==> src/design/ihb_pkg.sv <==
// ihb_pkg: shared types, constants and header helpers for the ipv4 header builder
// no dependencies; imported by the front end, queue, serialiser and top level

package ihb_pkg;

  localparam int HDR_BYTES  = 20;
  localparam int HDR_WORDS  = 10;
  localparam int BYTE_IDX_W = 5;
  localparam int WORD_IDX_W = 4;

  localparam logic [WORD_IDX_W-1:0] CSUM_WORD = 4'd5;
  localparam logic [WORD_IDX_W-1:0] LAST_WORD = 4'd9;
  localparam logic [BYTE_IDX_W-1:0] LAST_BYTE = 5'd19;

  // one header request
  typedef struct packed {
    logic [3:0]  ip_version;
    logic [3:0]  header_words;
    logic [7:0]  service_type;
    logic [15:0] datagram_length;
    logic [15:0] ident;
    logic [2:0]  frag_flags;
    logic [12:0] frag_offset;
    logic [7:0]  hop_limit;
    logic [7:0]  proto_number;
    logic [31:0] src_addr;
    logic [31:0] dst_addr;
  } in_t;

  // one serialised header byte
  typedef struct packed {
    logic [7:0]            header_byte;
    logic [BYTE_IDX_W-1:0] byte_index;
    logic                  final_byte;
    logic [15:0]           computed_checksum;
  } out_t;

  // header with its finished checksum, held in the queue
  typedef struct packed {
    in_t         hdr;
    logic [15:0] csum;
  } rec_t;

  typedef enum logic [1:0] {
    FE_IDLE,
    FE_SUM,
    FE_HOLD
  } fe_state_t;

  // big-endian 16-bit header word, checksum field read as zero
  function automatic logic [15:0] hdr_word(input in_t h, input logic [WORD_IDX_W-1:0] idx);
    logic [15:0] w;
    begin
      unique case (idx)
        4'd0:    w = {h.ip_version, h.header_words, h.service_type};
        4'd1:    w = h.datagram_length;
        4'd2:    w = h.ident;
        4'd3:    w = {h.frag_flags, h.frag_offset};
        4'd4:    w = {h.hop_limit, h.proto_number};
        4'd6:    w = h.src_addr[31:16];
        4'd7:    w = h.src_addr[15:0];
        4'd8:    w = h.dst_addr[31:16];
        4'd9:    w = h.dst_addr[15:0];
        default: w = 16'h0000;
      endcase
      return w;
    end
  endfunction

  // header byte at a position, checksum inserted
  function automatic logic [7:0] hdr_byte(input rec_t r, input logic [BYTE_IDX_W-1:0] idx);
    logic [15:0] w;
    begin
      if (idx[BYTE_IDX_W-1:1] == CSUM_WORD) begin
        w = r.csum;
      end else begin
        w = hdr_word(r.hdr, idx[BYTE_IDX_W-1:1]);
      end
      return idx[0] ? w[7:0] : w[15:8];
    end
  endfunction

endpackage

==> src/design/ipv4_header_builder.sv <==
// ipv4_header_builder: top level, ipv4 header serialiser with checksum generation
// depends on ihb_pkg, ihb_front, ihb_queue and ihb_serialiser
//
//   channel   ports                  transaction taken when
//   --------  ---------------------  -------------------------------------
//   request   start, busy, in_hdr    rising edge with start high, busy low
//   result    out_strobe, out_res    every edge ending a cycle with strobe
//
// each request gives twenty result transactions, bytes 0 to 19 in network order
// the front end sums one header word per cycle, then hands off to the queue
// the byte serialiser sets the sustained rate, sending queued records back to back
// a request passes through summing, the queue and the serialiser's output register
// reset (rst_n low, synchronous) empties the queue and idles both halves
// the receiver cannot stall; busy rises only while summing or with the queue full

module ipv4_header_builder #(
  parameter int QUEUE_DEPTH = 2   // records buffered between summing and serialising
) (
  input  logic          clk,
  input  logic          rst_n,
  input  logic          start,
  output logic          busy,
  input  ihb_pkg::in_t  in_hdr,
  output logic          out_strobe,
  output ihb_pkg::out_t out_res
);
  import ihb_pkg::*;

  // handoff between front end and queue
  logic q_push, q_full;
  rec_t q_push_data;

  // handoff between queue and serialiser
  logic q_pop, q_empty;
  rec_t q_pop_data;

  // front end: takes the request and works out the checksum
  ihb_front u_front (
    .clk    (clk),
    .rst_n  (rst_n),
    .start  (start),
    .busy   (busy),
    .in_hdr (in_hdr),
    .q_full (q_full),
    .q_push (q_push),
    .q_data (q_push_data)
  );

  // decouples the two halves so a new request can be summed while bytes go out
  ihb_queue #(
    .DEPTH (QUEUE_DEPTH)
  ) u_queue (
    .clk       (clk),
    .rst_n     (rst_n),
    .push      (q_push),
    .push_data (q_push_data),
    .full      (q_full),
    .pop       (q_pop),
    .pop_data  (q_pop_data),
    .empty     (q_empty)
  );

  // back end: one header byte per cycle, next record picked up on the last byte
  ihb_serialiser u_serialiser (
    .clk        (clk),
    .rst_n      (rst_n),
    .q_empty    (q_empty),
    .q_data     (q_pop_data),
    .q_pop      (q_pop),
    .out_strobe (out_strobe),
    .out_res    (out_res)
  );

endmodule

==> src/design/ihb_front.sv <==
// ihb_front: accepts header requests and sums the ten header words, one per cycle
// depends on ihb_pkg; feeds finished records into ihb_queue

module ihb_front (
  input  logic         clk,
  input  logic         rst_n,
  input  logic         start,
  output logic         busy,
  input  ihb_pkg::in_t in_hdr,
  input  logic         q_full,
  output logic         q_push,
  output ihb_pkg::rec_t q_data
);
  import ihb_pkg::*;

  fe_state_t             state_r, state_nxt;
  in_t                   hdr_r, hdr_nxt;
  logic [15:0]           sum_r, sum_nxt;
  logic [WORD_IDX_W-1:0] cnt_r, cnt_nxt;
  logic                  accept;

  // ones-complement add with end-around carry
  function automatic logic [15:0] fold_add(input logic [15:0] a, input logic [15:0] b);
    logic [16:0] s;
    begin
      s = {1'b0, a} + {1'b0, b};
      return s[15:0] + {15'd0, s[16]};
    end
  endfunction

  // next state
  always_comb begin
    state_nxt = state_r;
    unique case (state_r)
      FE_IDLE: begin
        if (start) state_nxt = FE_SUM;
      end
      FE_SUM: begin
        if (cnt_r == LAST_WORD) state_nxt = FE_HOLD;
      end
      FE_HOLD: begin
        if (!q_full) state_nxt = start ? FE_SUM : FE_IDLE;
      end
      default: state_nxt = FE_IDLE;
    endcase
  end

  // outputs
  always_comb begin
    busy   = 1'b0;
    q_push = 1'b0;
    unique case (state_r)
      FE_IDLE: begin
        busy = 1'b0;
      end
      FE_SUM: begin
        busy = 1'b1;
      end
      FE_HOLD: begin
        busy   = q_full;
        q_push = !q_full;
      end
      default: busy = 1'b1;
    endcase
  end

  assign accept      = start && !busy;
  assign q_data.hdr  = hdr_r;
  assign q_data.csum = ~sum_r;

  // datapath
  always_comb begin
    hdr_nxt = hdr_r;
    sum_nxt = sum_r;
    cnt_nxt = cnt_r;
    if (accept) begin
      hdr_nxt = in_hdr;
      sum_nxt = 16'h0000;
      cnt_nxt = '0;
    end else if (state_r == FE_SUM) begin
      sum_nxt = fold_add(sum_r, hdr_word(hdr_r, cnt_r));
      cnt_nxt = cnt_r + 1'b1;
    end
  end

  always_ff @(posedge clk) begin
    if (!rst_n) begin
      state_r <= FE_IDLE;
    end else begin
      state_r <= state_nxt;
    end
  end

  always_ff @(posedge clk) begin
    hdr_r <= hdr_nxt;
    sum_r <= sum_nxt;
    cnt_r <= cnt_nxt;
  end

endmodule

==> src/design/ihb_queue.sv <==
// ihb_queue: small first-in first-out queue of finished header records
// depends on ihb_pkg; sits between ihb_front and ihb_serialiser

module ihb_queue #(
  parameter int DEPTH = 2
) (
  input  logic          clk,
  input  logic          rst_n,
  input  logic          push,
  input  ihb_pkg::rec_t push_data,
  output logic          full,
  input  logic          pop,
  output ihb_pkg::rec_t pop_data,
  output logic          empty
);
  import ihb_pkg::*;

  localparam int PTR_W = (DEPTH > 1) ? $clog2(DEPTH) : 1;
  localparam int CNT_W = $clog2(DEPTH + 1);
  localparam logic [PTR_W-1:0] PTR_LAST = PTR_W'(DEPTH - 1);
  localparam logic [CNT_W-1:0] CNT_FULL = CNT_W'(DEPTH);

  rec_t             mem_r [DEPTH];
  logic [PTR_W-1:0] wr_ptr_r, wr_ptr_nxt;
  logic [PTR_W-1:0] rd_ptr_r, rd_ptr_nxt;
  logic [CNT_W-1:0] cnt_r, cnt_nxt;
  logic             do_push, do_pop;

  assign full     = (cnt_r == CNT_FULL);
  assign empty    = (cnt_r == '0);
  assign do_push  = push && !full;
  assign do_pop   = pop && !empty;
  assign pop_data = mem_r[rd_ptr_r];

  always_comb begin
    wr_ptr_nxt = wr_ptr_r;
    rd_ptr_nxt = rd_ptr_r;
    cnt_nxt    = cnt_r;
    if (do_push) wr_ptr_nxt = (wr_ptr_r == PTR_LAST) ? '0 : wr_ptr_r + 1'b1;
    if (do_pop)  rd_ptr_nxt = (rd_ptr_r == PTR_LAST) ? '0 : rd_ptr_r + 1'b1;
    if (do_push && !do_pop) begin
      cnt_nxt = cnt_r + 1'b1;
    end else if (do_pop && !do_push) begin
      cnt_nxt = cnt_r - 1'b1;
    end
  end

  always_ff @(posedge clk) begin
    if (!rst_n) begin
      wr_ptr_r <= '0;
      rd_ptr_r <= '0;
      cnt_r    <= '0;
    end else begin
      wr_ptr_r <= wr_ptr_nxt;
      rd_ptr_r <= rd_ptr_nxt;
      cnt_r    <= cnt_nxt;
    end
  end

  always_ff @(posedge clk) begin
    if (do_push) mem_r[wr_ptr_r] <= push_data;
  end

endmodule

==> src/design/ihb_serialiser.sv <==
// ihb_serialiser: pops header records and emits them one byte per cycle
// depends on ihb_pkg; drains ihb_queue and drives the registered result port

module ihb_serialiser (
  input  logic          clk,
  input  logic          rst_n,
  input  logic          q_empty,
  input  ihb_pkg::rec_t q_data,
  output logic          q_pop,
  output logic          out_strobe,
  output ihb_pkg::out_t out_res
);
  import ihb_pkg::*;

  rec_t                  cur_r, cur_nxt;
  logic                  active_r, active_nxt;
  logic [BYTE_IDX_W-1:0] idx_r, idx_nxt;
  logic                  strobe_r, strobe_nxt;
  out_t                  res_r, res_nxt;
  logic                  last;

  assign last  = active_r && (idx_r == LAST_BYTE);
  assign q_pop = (!active_r || last) && !q_empty;

  always_comb begin
    cur_nxt    = cur_r;
    active_nxt = active_r;
    idx_nxt    = idx_r;
    if (q_pop) begin
      cur_nxt    = q_data;
      active_nxt = 1'b1;
      idx_nxt    = '0;
    end else if (last) begin
      active_nxt = 1'b0;
    end else if (active_r) begin
      idx_nxt = idx_r + 1'b1;
    end
  end

  always_comb begin
    strobe_nxt                = active_r;
    res_nxt.header_byte       = hdr_byte(cur_r, idx_r);
    res_nxt.byte_index        = idx_r;
    res_nxt.final_byte        = (idx_r == LAST_BYTE);
    res_nxt.computed_checksum = cur_r.csum;
  end

  always_ff @(posedge clk) begin
    if (!rst_n) begin
      active_r <= 1'b0;
      strobe_r <= 1'b0;
    end else begin
      active_r <= active_nxt;
      strobe_r <= strobe_nxt;
    end
  end

  always_ff @(posedge clk) begin
    cur_r <= cur_nxt;
    idx_r <= idx_nxt;
    res_r <= res_nxt;
  end

  assign out_strobe = strobe_r;
  assign out_res    = res_r;

endmodule

==> config.mk <==
export PLATFORM = sky130hd
export DESIGN_NAME = ipv4_header_builder
export DESIGN_NICKNAME = d
export VERILOG_FILES = /design/src/design/ihb_pkg.sv /design/src/design/ipv4_header_builder.sv /design/src/design/ihb_front.sv /design/src/design/ihb_queue.sv /design/src/design/ihb_serialiser.sv
export SDC_FILE = /design/constraint.sdc
export NUM_CORES = 1
export LEC_CHECK = 0
export ABC_AREA = 1
export BUFFER_PORTS_ARGS = -buffer_cell sky130_fd_sc_hd__buf_4
export CELL_PAD_IN_SITES_DETAIL_PLACEMENT = 0
export CELL_PAD_IN_SITES_GLOBAL_PLACEMENT = 1
export CORE_MARGIN = 10
export CORE_UTILIZATION = 51
export CTS_CLUSTER_DIAMETER = 30
export CTS_CLUSTER_SIZE = 40
export DETAILED_ROUTE_END_ITERATION = 8
export PLACE_DENSITY = 0.85
export SETUP_SLACK_MARGIN = 0.5
export SYNTH_ARGS = -nofsm -noshare
export SYNTH_HDL_FRONTEND = slang
export SYNTH_HIERARCHICAL = 1
export SYNTH_SLANG_ARGS = --single-unit
==> constraint.sdc <==
create_clock -name clk -period 10 [get_ports clk]
set_clock_uncertainty 0.15 [all_clocks]
set_input_delay 1 -clock clk [delete_from_list [all_inputs] [get_ports clk]]
set_output_delay 1 -clock clk [all_outputs]
set_load 0.005 [all_outputs]
### After elaboration in Yosys (flattened, before gate mapping)

Memories as Yosys holds them, arrays and structs flattened. A register that Yosys moved wholly into a read port is not among the register bits.
Cells that the tools add are included.

| storage, ports and cells | value |
|---|---|
| flip-flop bits (word level) | 207 |
| latch bits | 0 |
| RAM bits | 320 |
| memory bits (read-only) | 0 |
| input port bits | 147 |
| output and inout bits | 32 |
| logic and storage cells | 102 |
| memories kept | 1 |

| cells by class | value |
|---|---|
| add/subtract/negate cells | 8 |
| $mul | 0 |
| div/mod/pow operators | 0 |
| $lt $le $gt $ge | 0 |
| equal/unequal tests | 24 |
| shift-type cells | 0 |
| muxes and demuxes | 21 |
| bitwise operators | 2 |
| reductions and logical operators | 22 |

Memories:

| name | words | bits a word | rd ports | clocked after Yosys merged registers in | wr ports | RTL line | RTL |
|---|---|---|---|---|---|---|---|
| u_queue.mem_r | 2 | 160 | 1 | 1 | 1 | ihb_queue.sv:23 | `rec_t mem_r [DEPTH];` |

Operator list:

| cell | count |
|---|---|
| $pmux 16 s9 | 2 |
| $mux 16 | 3 |
| $eq 4x3->1 const B | 7 |
| $add 16x16->17 | 1 |
| $add 16x1->16 | 1 |
| $eq 4x2->1 const B | 4 |
| $eq 4x4->1 const B | 4 |
| $not 16->16 | 1 |
| $mux 2 | 5 |
| $eq 4x1->1 const B | 2 |
| $logic_not 4->1 | 2 |
| $mux 1 | 8 |
| $mux 8 | 1 |
| $logic_and 1x1->1 | 7 |
| $logic_not 1->1 | 6 |
| $pmux 2 s3 | 1 |
| $add 5x1->5 const B | 1 |
| $eq 5x5->1 const B | 1 |
| $add 4x1->4 const B | 1 |
| $eq 2x2->1 const B | 2 |
| $logic_not 2->1 | 2 |
| $ne 2x2->1 const B | 2 |
| $reduce_bool 2->1 | 2 |
| $reduce_and 3->1 | 1 |
| other kinds (9) | 10 |

### Longest topological paths before layout

| depth | value |
|---|---|
| depth in word-level cells | 8 |
| mapped depth | 29 |

### Cells and area by module

The synthesis kept the hierarchy.

By module, submodules not included:

| module | instances | cells an instance | area an instance (um^2) | seq. area each (um^2) |
|---|---|---|---|---|
| ihb_queue | 1 | 536 | 12192.9 | 9709.3 |
| ihb_front | 1 | 803 | 7911.3 | 4764.6 |
| ihb_serialiser | 1 | 577 | 7312.0 | 5545.3 |

### Worst setup path before layout

Ideal clock, no wire load.

| timing path | value |
|---|---|
| kind | register to register |
| start | reg u_queue.cnt_r[0] |
| end | mem u_queue/mem_r[0][0] (netlist bit), enable pin |
| library setup time | 0.683 ns |
| arrival | 7.308 ns |
| required time | 9.167 ns |
| path slack | 1.859 ns |
| stages on the path, launching flop included | 5 |
| period minus slack after synthesis | 8.141 ns |
| cells stage by stage | dfxtp_1 nor2_1 nor2_1 o21ai_0 nor2_1 |

| on the way | value |
|---|---|
| word-level cells in the longest chain between the ends | 6 |

RTL lines:

| what | RTL line | RTL |
|---|---|---|
| from (decl) | ihb_queue.sv:26 | `logic [CNT_W-1:0] cnt_r, cnt_nxt;` |
| from (signal assigned) | ihb_queue.sv:56 | `cnt_r <= cnt_nxt;` |
| $eq 2x2->1 | ihb_queue.sv:29 | `assign full = (cnt_r == CNT_FULL);` |
| via q_full | ipv4_header_builder.sv:30 | `logic q_push, q_full;` |
| $logic_not 1->1 | ihb_front.sv:61 | `q_push = !q_full;` |
| $mux 1 | ihb_front.sv:52 | `unique case (state_r)` |
| via q_push | ipv4_header_builder.sv:30 |  |
| $logic_and 1x1->1 | ihb_queue.sv:31 | `assign do_push = push && !full;` |
| $mux 1 | ihb_queue.sv:61 | `if (do_push) mem_r[wr_ptr_r] <= push_data;` |
| $mux 1 (implied by the code) | ihb_queue.sv:61 |  |
| to (decl) | ihb_queue.sv:23 |  |

The timed path passes the listed nets, and every way through them passes these cells.

### Final worst setup path

| timing path | value |
|---|---|
| start | reg u_front.cnt_r[1] |
| end | reg u_front.sum_r[15] |

| on the way | value |
|---|---|
| word-level cells in the longest chain between the ends | 6 |

RTL lines:

| what | RTL line | RTL |
|---|---|---|
| from (decl) | ihb_front.sv:19 | `logic [WORD_IDX_W-1:0] cnt_r, cnt_nxt;` |
| from (signal assigned) | ihb_front.sv:97 | `cnt_r <= cnt_nxt;` |
| $eq 4x4->1 (tied with other cells) | ihb_pkg.sv:54 | `unique case (idx)` |
| $pmux 16 s9 * | ihb_pkg.sv:54 |  |
| $mux 16 * | ihb_front.sv:80 | `end else if (state_r == FE_SUM) begin` |
| $mux 16 * | ihb_front.sv:76 | `if (accept) begin` |
| $add 16x16->17 * | ihb_front.sv:26 | `s = {1'b0, a} + {1'b0, b};` |
| $add 16x1->16 * | ihb_front.sv:27 | `return s[15:0] + {15'd0, s[16]};` |
| to (signal assigned) | ihb_front.sv:96 | `sum_r <= sum_nxt;` |
| to (decl) | ihb_front.sv:18 | `logic [15:0] sum_r, sum_nxt;` |

Mark *: on every way between the ends. The rest lies on a longest branch, timed or not. The select of a mux whose other input is x is not followed.
A chain may end at the register's enable or synchronous reset.

==> flow_metrics.tcl <==
set metrics [dict create \
    start_util 0.519 \
    grt_remaining_overflow 0 \
    place_hpwl_mm 50.7 \
    final_area_um2 33600 \
    die_area_um2 63400 \
    place.gp.congestion 0.937 \
    end_kind "flop" \
    htreeDepth 3 \
    fill_cells 3695 \
    drtIter0Drc 2145 \
    cts_setup_buffers 0 \
    cp_data_arrival_time_ns 5.93 \
    cap_violations 0 \
    yosysSeqAreaShare 0.730 \
    synth_area_um2 27400 \
    area_delta_synth_final_pct 22.6 \
    grt_max_degree 161 \
    final-setup-viol-count 0 \
    synth-async-reset-ratio 0 \
    postPlaceCellArea_um2 29400 \
    syn_nets 2088 \
    nets 2334 \
    fin_setup_tns_ns 0 \
    hold_violations 0 \
    critPathMaxFanout 17 \
    cp.required_ns 10.40 \
    powerDensity_nw_per_um2 245 \
    ctsLongestPathBuffers 3 \
    endpoint "u_front/sum_r[15]" \
    synth_edf_count 624 \
    worstSkewPairLatency_ns 0.68 \
    worst_slew_margin_rel 0.146 \
    worstSetupPathType "flop to flop" \
    r2r-end "u_front/sum_r[15]" \
    hp-class "flop to flop" \
    power_w 0.00824 \
    syn_avg_cell_area_um2 14.3 \
    die_w_um 252 \
    vdd.ir_drop.worst_v 0.000187 \
    final.min_clock_period_ns 5.52 \
    root_buffer "clkbuf_16" \
    grt_pass1_vias 16600 \
    postCtsHoldBufs 0 \
    io_pins 179 \
    leakage_nw 12.8 \
    finalWirelength_mm 76.3 \
    reg2regPathDepth 26 \
    r2r-start "u_front/cnt_r[1]" \
    n_antenna_cell 0 \
    rsz0062_at_grt "no" \
    wire_per_inst_um 25.8 \
    ys_types 44 \
    firstDrtPassIters 6 \
    ys_ff_latch 688 \
    synthCells 1916 \
    fmax_ghz 0.181 \
    status "completed" \
    die_h_um 252 \
    drcViolationCount 0 \
    cts_tree "yes" \
    drive_gt1_frac 0.273 \
    drv_slew 0 \
    postRouteAntennaNets 0 \
    clkSlewWorstSetupHoldPaths_ns 0.05 \
    cp-startpoint "u_front/cnt_r[1]" \
    via_per_inst 5.66 \
    grt_pass1_wl_mm 111 \
    synth_ff_type "edfxtp_1" \
    cts_made_buffers 119 \
    min_period_over_period 0.552 \
    max_slew.worst_pin.slew_ns 1.28 \
    dr_total_vias 16700 \
    cts_sinks 688 \
    antenna_found_initial 0 \
    cts_resized 0 \
    reg2reg_slack_ns 4.48 \
    grt.total_usage 0.239 \
    rows 84 \
    yosys_warnings 6 \
    fp.coreArea_um2 52900 \
    start_kind "flop" \
    port_buffers 178 \
]
==> worst min path at each step <==
stage | end | depth (start not counted) | startpoint
after floorplan | u_serialiser/out_res[19] | 0 | u_serialiser/idx_r[2]
after global placement | u_serialiser/out_res[13] | 0 | u_serialiser/cur_r[13]
after detailed placement | u_serialiser/out_res[13] | 0 | u_serialiser/cur_r[13]
after CTS | u_serialiser/out_res[13] | 0 | u_serialiser/cur_r[13]
after global routing | u_serialiser/out_res[13] | 0 | u_serialiser/cur_r[13]
final | u_serialiser/out_res[13] | 0 | u_serialiser/cur_r[13]
==> critical path, stage by stage, from the launching register on <==
cell and delay (ns):
dfxtp_1 0.38, inv_1 0.10, ha_1 0.38, nand3_1 0.22
clkinv_1 0.57, a211oi_1 0.61, nand3_1 0.25, ha_1 0.42
nand2_1 0.12, nor2_1 0.28, and2_1 0.17, nand2_1 0.07
nand2_1 0.09, a21oi_1 0.07, o21bai_1 0.24, ha_1 0.21
nand2_1 0.08, nor2_2 0.18, nand3_2 0.14, nor2_4 0.16
nand2_2 0.08, nor2_4 0.14, nand2_1 0.07, nand2_1 0.06
nand3_1 0.06, nand2_1 0.07, inv_1 0.03
==> metrics by stage <==
stage / util / hold slack, ns / instances / worst slack [ns]
finish: 0.636 / 0.215 / 2956 / 4.48
global route: 0.636 / 0.217 / 2956 / 4.05
CTS: 0.636 / 0.213 / 2956 / 4.63
detailed placement: 0.557 / 0.197 / 2729 / 4.65
global placement: 0.557 / 0.196 / 2729 / 4.86
floorplan: - / 0.176 / 1916 / 1.86
==> sequential cells by signal (all words and copies together) (netlist names), named ones only <==
| name | flops |
|---|---|
| u_serialiser/cur_r | 160 |
| u_front/q_data | 144 |
| u_queue/wr_ptr_r | 1 |
| u_serialiser/out_res | 30 |
| u_front/sum_r | 16 |
| u_queue/mem_r | 320 |
| u_serialiser/idx_r | 5 |
| u_serialiser/active_r | 1 |
| u_queue/rd_ptr_r | 1 |
| u_serialiser/out_strobe | 1 |
| u_queue/cnt_r | 2 |
| u_front/state_r | 2 |
| u_front/cnt_r | 4 |
==> cells in the final DEF (no fill, tap or decap), types with 3 or more instances in the layout <==
master      synthesis  routed
a2111o_1            3       3
a211oi_1            6       6
a21oi_1            34      34
buf_12              0       4
buf_4               3     188
bufinv_16           0      17
clkbuf_1           19       8
clkbuf_16           0     122
clkinv_1            3      16
clkinv_2            0      17
clkinv_4            0      16
clkinvlp_4          0      19
dfxtp_1            64      63
edfxtp_1          624     624
ha_1               24      24
inv_1             183     182
inv_2              11      11
inv_6               0      10
inv_8               0       3
mux2_2             60      60
mux2_4            100     100
nand2_1           240     240
nand2_2            13      13
nand3_1           237     237
nand3_2             4       4
nand4_1            18      18
nor2_1             97      92
nor2_2             11      10
nor2_4              4      10
nor3_1             13      13
o2111ai_1           6       6
o211ai_1           12      12
o21ai_0            36      36
o22ai_1            15      15
or2_2               9       9
xor2_1              4       4
==> Yosys cell counts (all sizes together) (19+ instances only) <==
master	n	area share
o21ai	37	0.0068
nor2	112	0.017
nand3	241	0.045
a21oi	36	0.0068
clkbuf	19	0.0026
buf	48	0.012
ha	24	0.011
dfxtp	64	0.047
mux2	160	0.079
inv	194	0.027
edfxtp	624	0.68
nand2	253	0.036
==> final cells by class <==
class | instances | area [um^2] | area share
clock inverters | 97 | 1120 | 0.0332
flip-flops and latches | 688 | 20000 | 0.596
inverters | 197 | 744 | 0.0221
well taps | 688 | 861 | 0.0256
multi-input cells | 964 | 6300 | 0.187
clock buffers | 130 | 3080 | 0.0917
repair buffers | 192 | 1490 | 0.0444
==> cell families (layout without fill, tap and decap cells) <==
group	Yosys count	after routing	synth area share
and+or+nand+nor	651	651	0.108
DFF	688	688	0.730
muxes	160	160	0.0794
xor gates and xnor gates	6	6	0.00219
AOI/OAI and AO/OA	122	122	0.0272
buffers and inverters	264	616	0.0415
adders and majority gates	25	25	0.0117
==> per-layer routing <==
metal / global-route usage / share of wire / up-vias
met3: 0.0648 / 0.10 / 150
met4: 0.0881 / 0.033 / 0
met1: 0.318 / 0.40 / 8133
li1: - / - / 7430
met2: 0.374 / 0.47 / 1016
met5: 0 / 0 / -
==> where the power goes <==
group | total, W | leakage [nW] | switching, W | internal, W
combinational | 0.000808 | 4.61 | 0.000547 | 0.000261
sequential | 0.00331 | 6.22 | 0.0000924 | 0.00322
clock | 0.00411 | 2.00 | 0.00143 | 0.00269
total | 0.00824 | 12.8 | 0.00207 | 0.00617
No activity file was read; power rests on OpenSTA's default activity.
